[src/rtl/avg_pool_2x2_multichannel_top_assert.svh]
// Assertion macros shared by the average pooling RTL.
// Each macro expands to one labeled concurrent assertion on the rising clock edge.
`ifndef AVG_POOL_2X2_MULTICHANNEL_TOP_ASSERT_SVH
`define AVG_POOL_2X2_MULTICHANNEL_TOP_ASSERT_SVH

// property holds whenever reset is not asserted
`define AP_ASSERT(lbl, clk, rstn, prop, msg) \
  lbl: assert property (@(posedge clk) disable iff (!rstn) (prop)) else $error(msg);

// antecedent in this cycle implies consequent in the next cycle
`define AP_ASSERT_NEXT(lbl, clk, rstn, ante, cons, msg) \
  lbl: assert property (@(posedge clk) disable iff (!rstn) (ante) |=> (cons)) else $error(msg);

`endif

[src/rtl/apool_pkg.sv]
// Package for the 2x2 average pooling block: default sizes and the lane control word.
// No dependencies.
`default_nettype none

package apool_pkg;

  localparam int Channels    = 6;
  localparam int ImgWidth    = 28;
  localparam int ImgHeight   = 28;
  localparam int FeatureBits = 16;

  // per-pixel control shared by all lanes
  typedef struct packed {
    logic load;     // word accepted: write row buffer, fetch top value
    logic advance;  // stage 1 moves on: shift window column
  } lane_ctrl_t;

endpackage

`default_nettype wire

[src/rtl/apool_ram.sv]
// Generic simple dual-port RAM, one write and one registered read port.
// Read-first on an address collision. No dependencies.
`default_nettype none

module apool_ram #(
  parameter int WIDTH = 16,
  parameter int DEPTH = 28
) (
  input  wire logic                     clk_i,
  input  wire logic                     we_i,
  input  wire logic [$clog2(DEPTH)-1:0] waddr_i,
  input  wire logic [WIDTH-1:0]         wdata_i,
  input  wire logic                     re_i,
  input  wire logic [$clog2(DEPTH)-1:0] raddr_i,
  output logic      [WIDTH-1:0]         rdata_o
);

  logic [WIDTH-1:0] mem_q [DEPTH];
  logic [WIDTH-1:0] rdata_q;

  always_ff @(posedge clk_i) begin
    if (we_i) begin
      mem_q[waddr_i] <= wdata_i;
    end
    if (re_i) begin
      rdata_q <= mem_q[raddr_i];
    end
  end

  assign rdata_o = rdata_q;

endmodule

`default_nettype wire

[src/rtl/apool_lane.sv]
// One channel lane: previous-row buffer, window column registers and the averager.
// Depends on apool_pkg and apool_ram.
`default_nettype none

module apool_lane import apool_pkg::*; #(
  parameter int IMG_WIDTH    = ImgWidth,
  parameter int FEATURE_BITS = FeatureBits
) (
  input  wire logic                              clk_i,
  input  wire lane_ctrl_t                        ctrl_i,
  input  wire logic        [$clog2(IMG_WIDTH)-1:0] col_i,
  input  wire logic signed [FEATURE_BITS-1:0]    pix_i,
  output logic signed      [FEATURE_BITS-1:0]    avg_o
);

  localparam int SumW = FEATURE_BITS + 2;

  logic signed [FEATURE_BITS-1:0] top_w;
  logic signed [FEATURE_BITS-1:0] pix_q;
  logic signed [FEATURE_BITS-1:0] left_top_q;
  logic signed [FEATURE_BITS-1:0] left_bot_q;
  logic signed [SumW-1:0]         sum_w;
  logic signed [SumW-1:0]         adj_w;
  logic signed [SumW-1:0]         shr_w;

  // row buffer: read-first, so top_w is the value from the row above
  apool_ram #(
    .WIDTH(FEATURE_BITS),
    .DEPTH(IMG_WIDTH)
  ) u_row_ram (
    .clk_i  (clk_i),
    .we_i   (ctrl_i.load),
    .waddr_i(col_i),
    .wdata_i(pix_i),
    .re_i   (ctrl_i.load),
    .raddr_i(col_i),
    .rdata_o(top_w)
  );

  always_ff @(posedge clk_i) begin
    if (ctrl_i.load) begin
      pix_q <= pix_i;
    end
    if (ctrl_i.advance) begin
      left_top_q <= top_w;
      left_bot_q <= pix_q;
    end
  end

  always_comb begin
    sum_w = {{2{left_top_q[FEATURE_BITS-1]}}, left_top_q}
          + {{2{left_bot_q[FEATURE_BITS-1]}}, left_bot_q}
          + {{2{top_w[FEATURE_BITS-1]}}, top_w}
          + {{2{pix_q[FEATURE_BITS-1]}}, pix_q};
    // bias negative sums by 3 so the shift truncates toward zero
    adj_w = sum_w + {{(SumW-2){1'b0}}, sum_w[SumW-1], sum_w[SumW-1]};
    shr_w = adj_w >>> 2;
  end

  assign avg_o = shr_w[FEATURE_BITS-1:0];

endmodule

`default_nettype wire

[src/rtl/avg_pool_2x2_multichannel_top.sv]
// 2x2 stride-2 average pooling over six channels, one lane per channel.
// A closing pixel is registered into stage 1 on acceptance; its average enters the output word when stage 1 advances.
// Throughput: one pixel per cycle unless output stalls; set by each lane's row buffer, read and written once a cycle.
// Output stall backs up through the single stage-1 register into in_stall_o.
// Reset clears row/column counters and valid flags; row buffers are not cleared.
`default_nettype none

module avg_pool_2x2_multichannel_top import apool_pkg::*; #(
  parameter int IMG_WIDTH    = ImgWidth,
  parameter int IMG_HEIGHT   = ImgHeight,
  parameter int FEATURE_BITS = FeatureBits
) (
  input  wire logic                           clk_i,
  input  wire logic                           rst_ni,
  input  wire logic                           in_valid_i,
  output logic                                in_stall_o,
  input  wire logic signed [FEATURE_BITS-1:0] ch0_in_i,
  input  wire logic signed [FEATURE_BITS-1:0] ch1_in_i,
  input  wire logic signed [FEATURE_BITS-1:0] ch2_in_i,
  input  wire logic signed [FEATURE_BITS-1:0] ch3_in_i,
  input  wire logic signed [FEATURE_BITS-1:0] ch4_in_i,
  input  wire logic signed [FEATURE_BITS-1:0] ch5_in_i,
  output logic                                out_valid_o,
  input  wire logic                           out_stall_i,
  output logic signed      [FEATURE_BITS-1:0] ch0_avg_o,
  output logic signed      [FEATURE_BITS-1:0] ch1_avg_o,
  output logic signed      [FEATURE_BITS-1:0] ch2_avg_o,
  output logic signed      [FEATURE_BITS-1:0] ch3_avg_o,
  output logic signed      [FEATURE_BITS-1:0] ch4_avg_o,
  output logic signed      [FEATURE_BITS-1:0] ch5_avg_o,
  output logic                                frame_last_o
);

`include "avg_pool_2x2_multichannel_top_assert.svh"

  localparam int ColW    = $clog2(IMG_WIDTH);
  localparam int RowW    = $clog2(IMG_HEIGHT);
  localparam int LastCol = IMG_WIDTH - (IMG_WIDTH % 2) - 1;
  localparam int LastRow = IMG_HEIGHT - (IMG_HEIGHT % 2) - 1;

  logic                           accept_w;
  logic                           s1_adv_w;
  lane_ctrl_t                     ctrl_w;
  logic [ColW-1:0]                col_q;
  logic [RowW-1:0]                row_q;
  logic                           s1_valid_q;
  logic                           s1_emit_q;
  logic                           s1_last_q;
  logic                           out_valid_q;
  logic                           out_last_q;
  logic signed [FEATURE_BITS-1:0] pix_w   [Channels];
  logic signed [FEATURE_BITS-1:0] lane_w  [Channels];
  logic signed [FEATURE_BITS-1:0] avg_q   [Channels];

  assign pix_w[0] = ch0_in_i;
  assign pix_w[1] = ch1_in_i;
  assign pix_w[2] = ch2_in_i;
  assign pix_w[3] = ch3_in_i;
  assign pix_w[4] = ch4_in_i;
  assign pix_w[5] = ch5_in_i;

  // stage 1 moves on when the output word is empty or being taken
  assign s1_adv_w   = s1_valid_q && (!out_valid_q || !out_stall_i);
  assign in_stall_o = s1_valid_q && !s1_adv_w;
  assign accept_w   = in_valid_i && !in_stall_o;

  assign ctrl_w.load    = accept_w;
  assign ctrl_w.advance = s1_adv_w;

  always_ff @(posedge clk_i or negedge rst_ni) begin
    if (!rst_ni) begin
      col_q <= '0;
      row_q <= '0;
    end else if (accept_w) begin
      if (col_q == ColW'(IMG_WIDTH - 1)) begin
        col_q <= '0;
        row_q <= (row_q == RowW'(IMG_HEIGHT - 1)) ? '0 : row_q + 1'b1;
      end else begin
        col_q <= col_q + 1'b1;
      end
    end
  end

  always_ff @(posedge clk_i or negedge rst_ni) begin
    if (!rst_ni) begin
      s1_valid_q <= 1'b0;
    end else if (accept_w) begin
      s1_valid_q <= 1'b1;
    end else if (s1_adv_w) begin
      s1_valid_q <= 1'b0;
    end
  end

  always_ff @(posedge clk_i) begin
    if (accept_w) begin
      s1_emit_q <= row_q[0] && col_q[0];
      s1_last_q <= (row_q == RowW'(LastRow)) && (col_q == ColW'(LastCol));
    end
  end

  for (genvar c = 0; c < Channels; c++) begin : g_lane
    apool_lane #(
      .IMG_WIDTH   (IMG_WIDTH),
      .FEATURE_BITS(FEATURE_BITS)
    ) u_lane (
      .clk_i (clk_i),
      .ctrl_i(ctrl_w),
      .col_i (col_q),
      .pix_i (pix_w[c]),
      .avg_o (lane_w[c])
    );
  end

  // merge: lane averages and the frame flag into one output word
  always_ff @(posedge clk_i or negedge rst_ni) begin
    if (!rst_ni) begin
      out_valid_q <= 1'b0;
    end else if (s1_adv_w) begin
      out_valid_q <= s1_emit_q;
    end else if (!out_stall_i) begin
      out_valid_q <= 1'b0;
    end
  end

  always_ff @(posedge clk_i) begin
    if (s1_adv_w && s1_emit_q) begin
      avg_q      <= lane_w;
      out_last_q <= s1_last_q;
    end
  end

  assign out_valid_o  = out_valid_q;
  assign ch0_avg_o    = avg_q[0];
  assign ch1_avg_o    = avg_q[1];
  assign ch2_avg_o    = avg_q[2];
  assign ch3_avg_o    = avg_q[3];
  assign ch4_avg_o    = avg_q[4];
  assign ch5_avg_o    = avg_q[5];
  assign frame_last_o = out_last_q;

  `AP_ASSERT(a_col_range, clk_i, rst_ni, int'(col_q) < IMG_WIDTH, "column counter out of range")
  `AP_ASSERT(a_row_range, clk_i, rst_ni, int'(row_q) < IMG_HEIGHT, "row counter out of range")
  `AP_ASSERT(a_stall_busy, clk_i, rst_ni, !in_stall_o || (s1_valid_q && out_valid_q),
             "input stalled without a blocked output word")
  `AP_ASSERT_NEXT(a_s1_hold, clk_i, rst_ni, s1_valid_q && !s1_adv_w,
                  s1_valid_q && $stable(s1_emit_q) && $stable(s1_last_q),
                  "stage 1 word lost while blocked")

endmodule

`default_nettype wire

[config.mk]
export PLATFORM = sky130hd
export DESIGN_NAME = avg_pool_2x2_multichannel_top
export DESIGN_NICKNAME = d
export VERILOG_FILES = /design/src/rtl/apool_pkg.sv /design/src/rtl/apool_ram.sv /design/src/rtl/apool_lane.sv /design/src/rtl/avg_pool_2x2_multichannel_top.sv
export VERILOG_INCLUDE_DIRS = /design/src /design/src/rtl
export SDC_FILE = /design/constraint.sdc
export NUM_CORES = 2
export LEC_CHECK = 0
export BUFFER_PORTS_ARGS = -buffer_cell sky130_fd_sc_hd__buf_2
export CORE_MARGIN = 8
export CORE_UTILIZATION = 50
export DETAILED_ROUTE_END_ITERATION = 8
export PLACE_DENSITY = 0.63
export SYNTH_ARGS = -nofsm -noshare
export SYNTH_HDL_FRONTEND = slang
export SYNTH_SLANG_ARGS = --single-unit
export TNS_END_PERCENT = 30
[constraint.sdc]
create_clock -name clk_i -period 18.79 [get_ports clk_i]
set_clock_uncertainty 0.2 [all_clocks]
set_input_delay 1.879 -clock clk_i [delete_from_list [all_inputs] [get_ports clk_i]]
set_output_delay 1.879 -clock clk_i [all_outputs]
set_load 0.02 [all_outputs]
# == Yosys cells after proc, flatten, opt, wreduce, memory -nomap -nowiden ==
# Memory sizes are Yosys's and may differ from the RTL's. A register that Yosys moved wholly into a read port is not among the register bits.
# Index checks and enable logic that the tools add are counted.
# word_totals
reg_bits,399
mem_bits_rw,2688
inputBits,100
elab_cells,87
memories,6
# memory_table
memory,words,width,rd,rd_clocked_by_memory_dff,write_ports,line,rtl
g_lane[0].u_lane.u_row_ram.mem_q,28,16,1,1,1,apool_ram.sv:18,logic [WIDTH-1:0] mem_q [DEPTH];
g_lane[1].u_lane.u_row_ram.mem_q,28,16,1,1,1,apool_ram.sv:18,
g_lane[2].u_lane.u_row_ram.mem_q,28,16,1,1,1,apool_ram.sv:18,
g_lane[3].u_lane.u_row_ram.mem_q,28,16,1,1,1,apool_ram.sv:18,
g_lane[4].u_lane.u_row_ram.mem_q,28,16,1,1,1,apool_ram.sv:18,
g_lane[5].u_lane.u_row_ram.mem_q,28,16,1,1,1,apool_ram.sv:18,
# op_classes
n_addsub,26
eq_ne,3
mux,8
n_reduce_logical,13
# ops
cell,count
$add A18 B18 Y18,12
$add A18 B2 Y18,6
$add A16 B16 Y17,6
$add A5 B1 Y5 const B,2
$eq A5 B5 Y1 const B,2
$mux W5,2
$logic_and A1 B1 Y1,6
$mux W1,6
$logic_not A1 Y1,4
$ne A2 B1 Y1 const B,1
$reduce_and A2 Y1,1
$reduce_bool A2 Y1,1
$logic_or A1 B1 Y1,1

# == Logic depth before layout (Yosys ltp) ==
# depth
ltp_word,9
mapped_depth,31
depth_no_buf,29

# == By module ==
# A second synthesis with hierarchy kept.
# hier_totals
cells_unflattened,7790
hier_area_um2,134436.4
# modules_own_cells
module,n_inst,cells_per_inst,area_per_inst_um2,seq_area_each_um2
apool_ram,6,927,18106.1,13933.4
apool_lane at g_lane[1].u_lane ...,3,340,3653.5,1441.4
apool_lane at g_lane[4].u_lane,1,358,3757.4,1441.4
apool_lane at g_lane[5].u_lane,1,349,3757.4,1441.4
apool_lane at g_lane[0].u_lane,1,337,3676.0,1441.4
avg_pool_2x2_multichannel_top,1,164,3648.5,3273.1

# == Least setup slack after synthesis ==
# OpenSTA, ideal clock, no wires.
# synth_path
path_type,input port to flip-flop
startpoint,input out_stall_i
endpoint,memory g_lane[0].u_lane.u_row_ram.mem_q[12][0] (enable)
setup_time_ps,552
t_arrival_ps,12986
required_time_ps,18038
path_slack_ps,5052
cell_stages,5
path_buffers,1
path_cell_list,nand3_1 > and2_1 > clkbuf_1 > nand2_1 > nor2_1
# synth_via
elab_chain_len,9
# synth_rtl
item,line,rtl
start: declaration,avg_pool_2x2_multichannel_top.sv:24,"input wire logic out_stall_i,"
$logic_not A1 Y1,-,
$logic_or A1 B1 Y1,avg_pool_2x2_multichannel_top.sv:63,assign s1_adv_w = s1_valid_q && (!out_valid_q || !out_stall_i);
$logic_and A1 B1 Y1,avg_pool_2x2_multichannel_top.sv:63,
$logic_not A1 Y1,avg_pool_2x2_multichannel_top.sv:64,assign in_stall_o = s1_valid_q && !s1_adv_w;
$logic_and A1 B1 Y1,avg_pool_2x2_multichannel_top.sv:64,
$logic_not A1 Y1,avg_pool_2x2_multichannel_top.sv:65,assign accept_w = in_valid_i && !in_stall_o;
$logic_and A1 B1 Y1,avg_pool_2x2_multichannel_top.sv:65,
named net accept_w,avg_pool_2x2_multichannel_top.sv:41,logic accept_w;
$mux W1,apool_ram.sv:22,if (we_i) begin
$mux W1 (not written as such),apool_ram.sv:23,mem_q[waddr_i] <= wdata_i;
end: declaration,apool_ram.sv:18,
# The timed path passes the listed nets, and every way through them passes these cells.

# == Final worst setup path ==
# layout_path
startpoint,register g_lane[1].u_lane.left_bot_q[0]
endpoint,"register avg_q, in the netlist ch1_avg_o[15] (data pin)"
# layout_via
elab_chain_len,4
# layout_rtl
item,line,rtl
start: declaration,apool_lane.sv:21,logic signed [FEATURE_BITS-1:0] left_bot_q;
start signal: assignment,apool_lane.sv:46,left_bot_q <= pix_q;
$add A16 B16 Y17,apool_lane.sv:52,"+ {{2{left_bot_q[FEATURE_BITS-1]}}, left_bot_q}"
$add A18 B18 Y18,apool_lane.sv:53,"+ {{2{top_w[FEATURE_BITS-1]}}, top_w}"
$add A18 B18 Y18,apool_lane.sv:54,"+ {{2{pix_q[FEATURE_BITS-1]}}, pix_q};"
$add A18 B2 Y18,apool_lane.sv:56,"adj_w = sum_w + {{(SumW-2){1'b0}}, sum_w[SumW-1], sum_w[SumW-1]};"
named net g_lane[1].u_lane.adj_w[17],apool_lane.sv:23,logic signed [SumW-1:0] adj_w;
end signal: assignment,avg_pool_2x2_multichannel_top.sv:127,avg_q <= lane_w;
end: declaration,avg_pool_2x2_multichannel_top.sv:53,logic signed [FEATURE_BITS-1:0] avg_q [Channels];
# The timed path passes the listed nets, and every way through them passes these cells.
# A chain may end at the register's enable or synchronous reset.

==> impl_metrics.yaml <==
placed_design:
  dp.cells: 10305
  place_congestion: 0.8077
  io_buffer_count: 198
  dpl.hpwl_um: 182300
  preCtsSetupSlack_ns: 11.49
grt:
  grt_max_degree: 117
  grt_pass1_vias: 67066
  grt_first_pass_wirelength_um: 467900
  grt_overflow: 0
  track_usage_pct: 23.01
  antenna_found_initial: 54
clocking:
  cts_max_level: 5
  clk_pin_slew_ns: 0.06
  cts_num_sinks: 3183
  root_buffer: "clkbuf_16"
  clockBufferDepth: 4
  cts_resized: 0
  cts_tree: "done"
  cts_setup_buffers: 0
  ctsHoldBuffers: 0
  numCtsBuffers: 332
  clock_latency_ns: 0.90
route:
  via_per_inst: 6.003
  first_iter_violations: 7496
  dr.pass1.iters: 8
  drc_errors: 0
  wire_per_inst_um: 29.73
  totalWireLength_um: 324300
  antenna_left: 0
  vias: 65481
timing:
  setup-violations-final: 0
  timing.slew.headroom_pct: 16.15
  timing.final.hold_violations: 0
  fin_crit_ns: 7.367
  min_period_over_period_pct: 39.20
  fin_ws_ns: 11.42
  tightest_slew_ns: 1.258
  setup_tns_ns: 0
  fmax_ghz: 0.1357
  maxSlewViolCount: 0
  rsz0062_at_grt: "false"
finish:
  fillCellCount: 19642
  drive_gt1_share_pct: 21.13
  multiInputGateArea_um2: 32840
  syn2layout_area_growth_pct: 12.25
  final_nets: 7541
  instances_no_fill: 10908
  seq_area_um2: 95540
pwr:
  ir_worst_vdd_uv: 210.7
  p_leak_uw: 0.04916
  p_per_area_nw_per_um2: 177.6
yosys:
  synth_top_area_share_pct: 72.76
  yosysSeqAreaShare_pct: 72.99
  synthTopCellsByArea: "edfxtp_1, mux4_2, ha_1"
  synth_nets: 7152
  yosysWarnings: 0
  synth_top_area_cell: "edfxtp_1"
  synthArstFlopShare_pct: 0.3770
  synth_most_common_cell: "edfxtp_1"
  synthesis.area_um2: 130900
  ys_ff_latch: 3183
  avgSynthCellArea_um2: 19.43
  synth_common_cells: "edfxtp_1, mux4_2, inv_1"
  yosysUniqueCellTypes: 80
  synth-edff-count: 3171
  ys.flop_type: "edfxtp_1"
  synthCells: 6735
critical_path:
  worstSetupStartpoint: "g_lane[1].u_lane.left_bot_q[0]"
  startpoint_type: "register"
  r2r_start: "g_lane[1].u_lane.left_bot_q[0]"
  slowest_delay_ns: 0.48
  critPathCaptureType: "register"
  required_ns: 19.21
  critPathArrivalTime_ns: 7.78
  critPathTopFamily: "compound AO/OA/AOI/OAI gates"
  crit_fanout: 11
  crit_type: "reg -> reg"
  critPathSlowestCell: "fa_1"
  cp_common_cell: "o21ai_0"
  cp_num_buf_inv: 2
die:
  die_w_um: 527.6
  boundaryPins: 199
  start_util_pct: 50.08
  design.core.area_um2: 261300
  die_h_um: 527.6
  dieArea_um2: 278400
  rows: 188
outcome:
  status: "finished clean"
min_path:
  hp-class: "reg -> reg"
  worstHoldStart: "s1_last_q"
job:
  maxCapViolCount: 0
==> layout by cell type (no fill, tap or decap), types with 92 or more instances in the layout <==
cell       netlist  layout
a21oi_1        184     184
buf_2           17     198
buf_4            0      93
clkbuf_16        0     336
edfxtp_1      3171    3171
fa_1           114     114
ha_1           203     203
inv_1          477     474
mux2i_1        145     145
mux4_2         701     701
nand2_1        239     239
nor2_1         155     124
o21ai_0        114     114
xnor2_1        149     149
xor2_1          92      92
==> power by group <==
part	internal, uW	switching (uW)	leakage [uW]	total [uW]
clock network	3590	2700	0.00504	6290
registers	8900	355	0.0290	9260
logic	4280	6270	0.0151	10500
==> final cells by class <==
cell class                 instances  share of cell area [%]
sequential                      3183                   65.04
multi-input combinational       2825                   22.36
inverter                         477                   1.224
antenna                           16                 0.02726
clock inverter                   185                   1.102
timing repair buffer             305                   1.341
clock buffer                     402                   5.913
tap                             3515                   2.994
==> worst reg2reg max path: cells and delay by family, from the launching register on <==
family / cells / cell delay (ns)
buf+inv: 2 / 0.11
fa+ha+maj: 5 / 1.63
simple gates: 7 / 1.54
compound gates: 12 / 2.91
flops: 1 / 0.37
xor+xnor: 2 / 0.32
==> logic make-up (layout without fill, tap and decap cells) <==
kind of cell	after synthesis	count (layout)	synth area share (%)
DFF	3183	3183	72.99
muxes	876	876	13.43
buffers and inverters	727	1369	2.107
and+or+nand+nor	709	709	2.628
AOI/OAI and AO/OA	682	682	3.546
adders and majority gates	317	317	3.685
xor gates and xnor gates	241	241	1.613
other	0	16	0
==> per-stage QoR <==
step	total power [uW]	utilization (%)	hold slack (ns)	area, um2
4_1_cts	26280	56.19	0.2201	146900
6_report	26090	56.21	0.2258	146900
3_5_place_dp	19940	52.25	0.2052	136600
5_1_grt	27540	56.20	0.2361	146900
3_3_place_gp	19830	52.25	0.2106	136600
2_1_floorplan	17030	-	0.2003	130900
==> routing by layer <==
layer	vias to the layer above	routed length (um)	GRT usage, %	share of wire [%]
li1	27779	-	-	-
met1	34596	129500	31.47	40
met2	2610	157600	37.78	49
met3	480	26800	4.489	8.3
met4	16	10340	7.226	3.2
met5	-	96	0	0.030
==> flip-flops by register name, summed over array words and instances (netlist names), 96 cells and up <==
| register | flops |
|---|---|
| g_lane.u_lane.left_top_q | 96 |
| g_lane.u_lane.u_row_ram.rdata_o | 96 |
| g_lane.u_lane.pix_q | 96 |
| g_lane.u_lane.u_row_ram.mem_q | 2688 |
| g_lane.u_lane.left_bot_q | 96 |
==> path summary, 6_finish.rpt <==
kind | endpoint | slack (ns) | cells past startpoint
max | ch1_avg_o[15] | 11.42 | 28
min | frame_last_o | 0.23 | 0
max reg2reg | ch1_avg_o[15] | 11.42 | 28
min reg2reg | frame_last_o | 0.23 | 0
max in group asynchronous | col_q[1] | 17.33 | 1
min in group asynchronous | out_valid_o | 0.72 | 1
(Power assumes the default switching activity.)
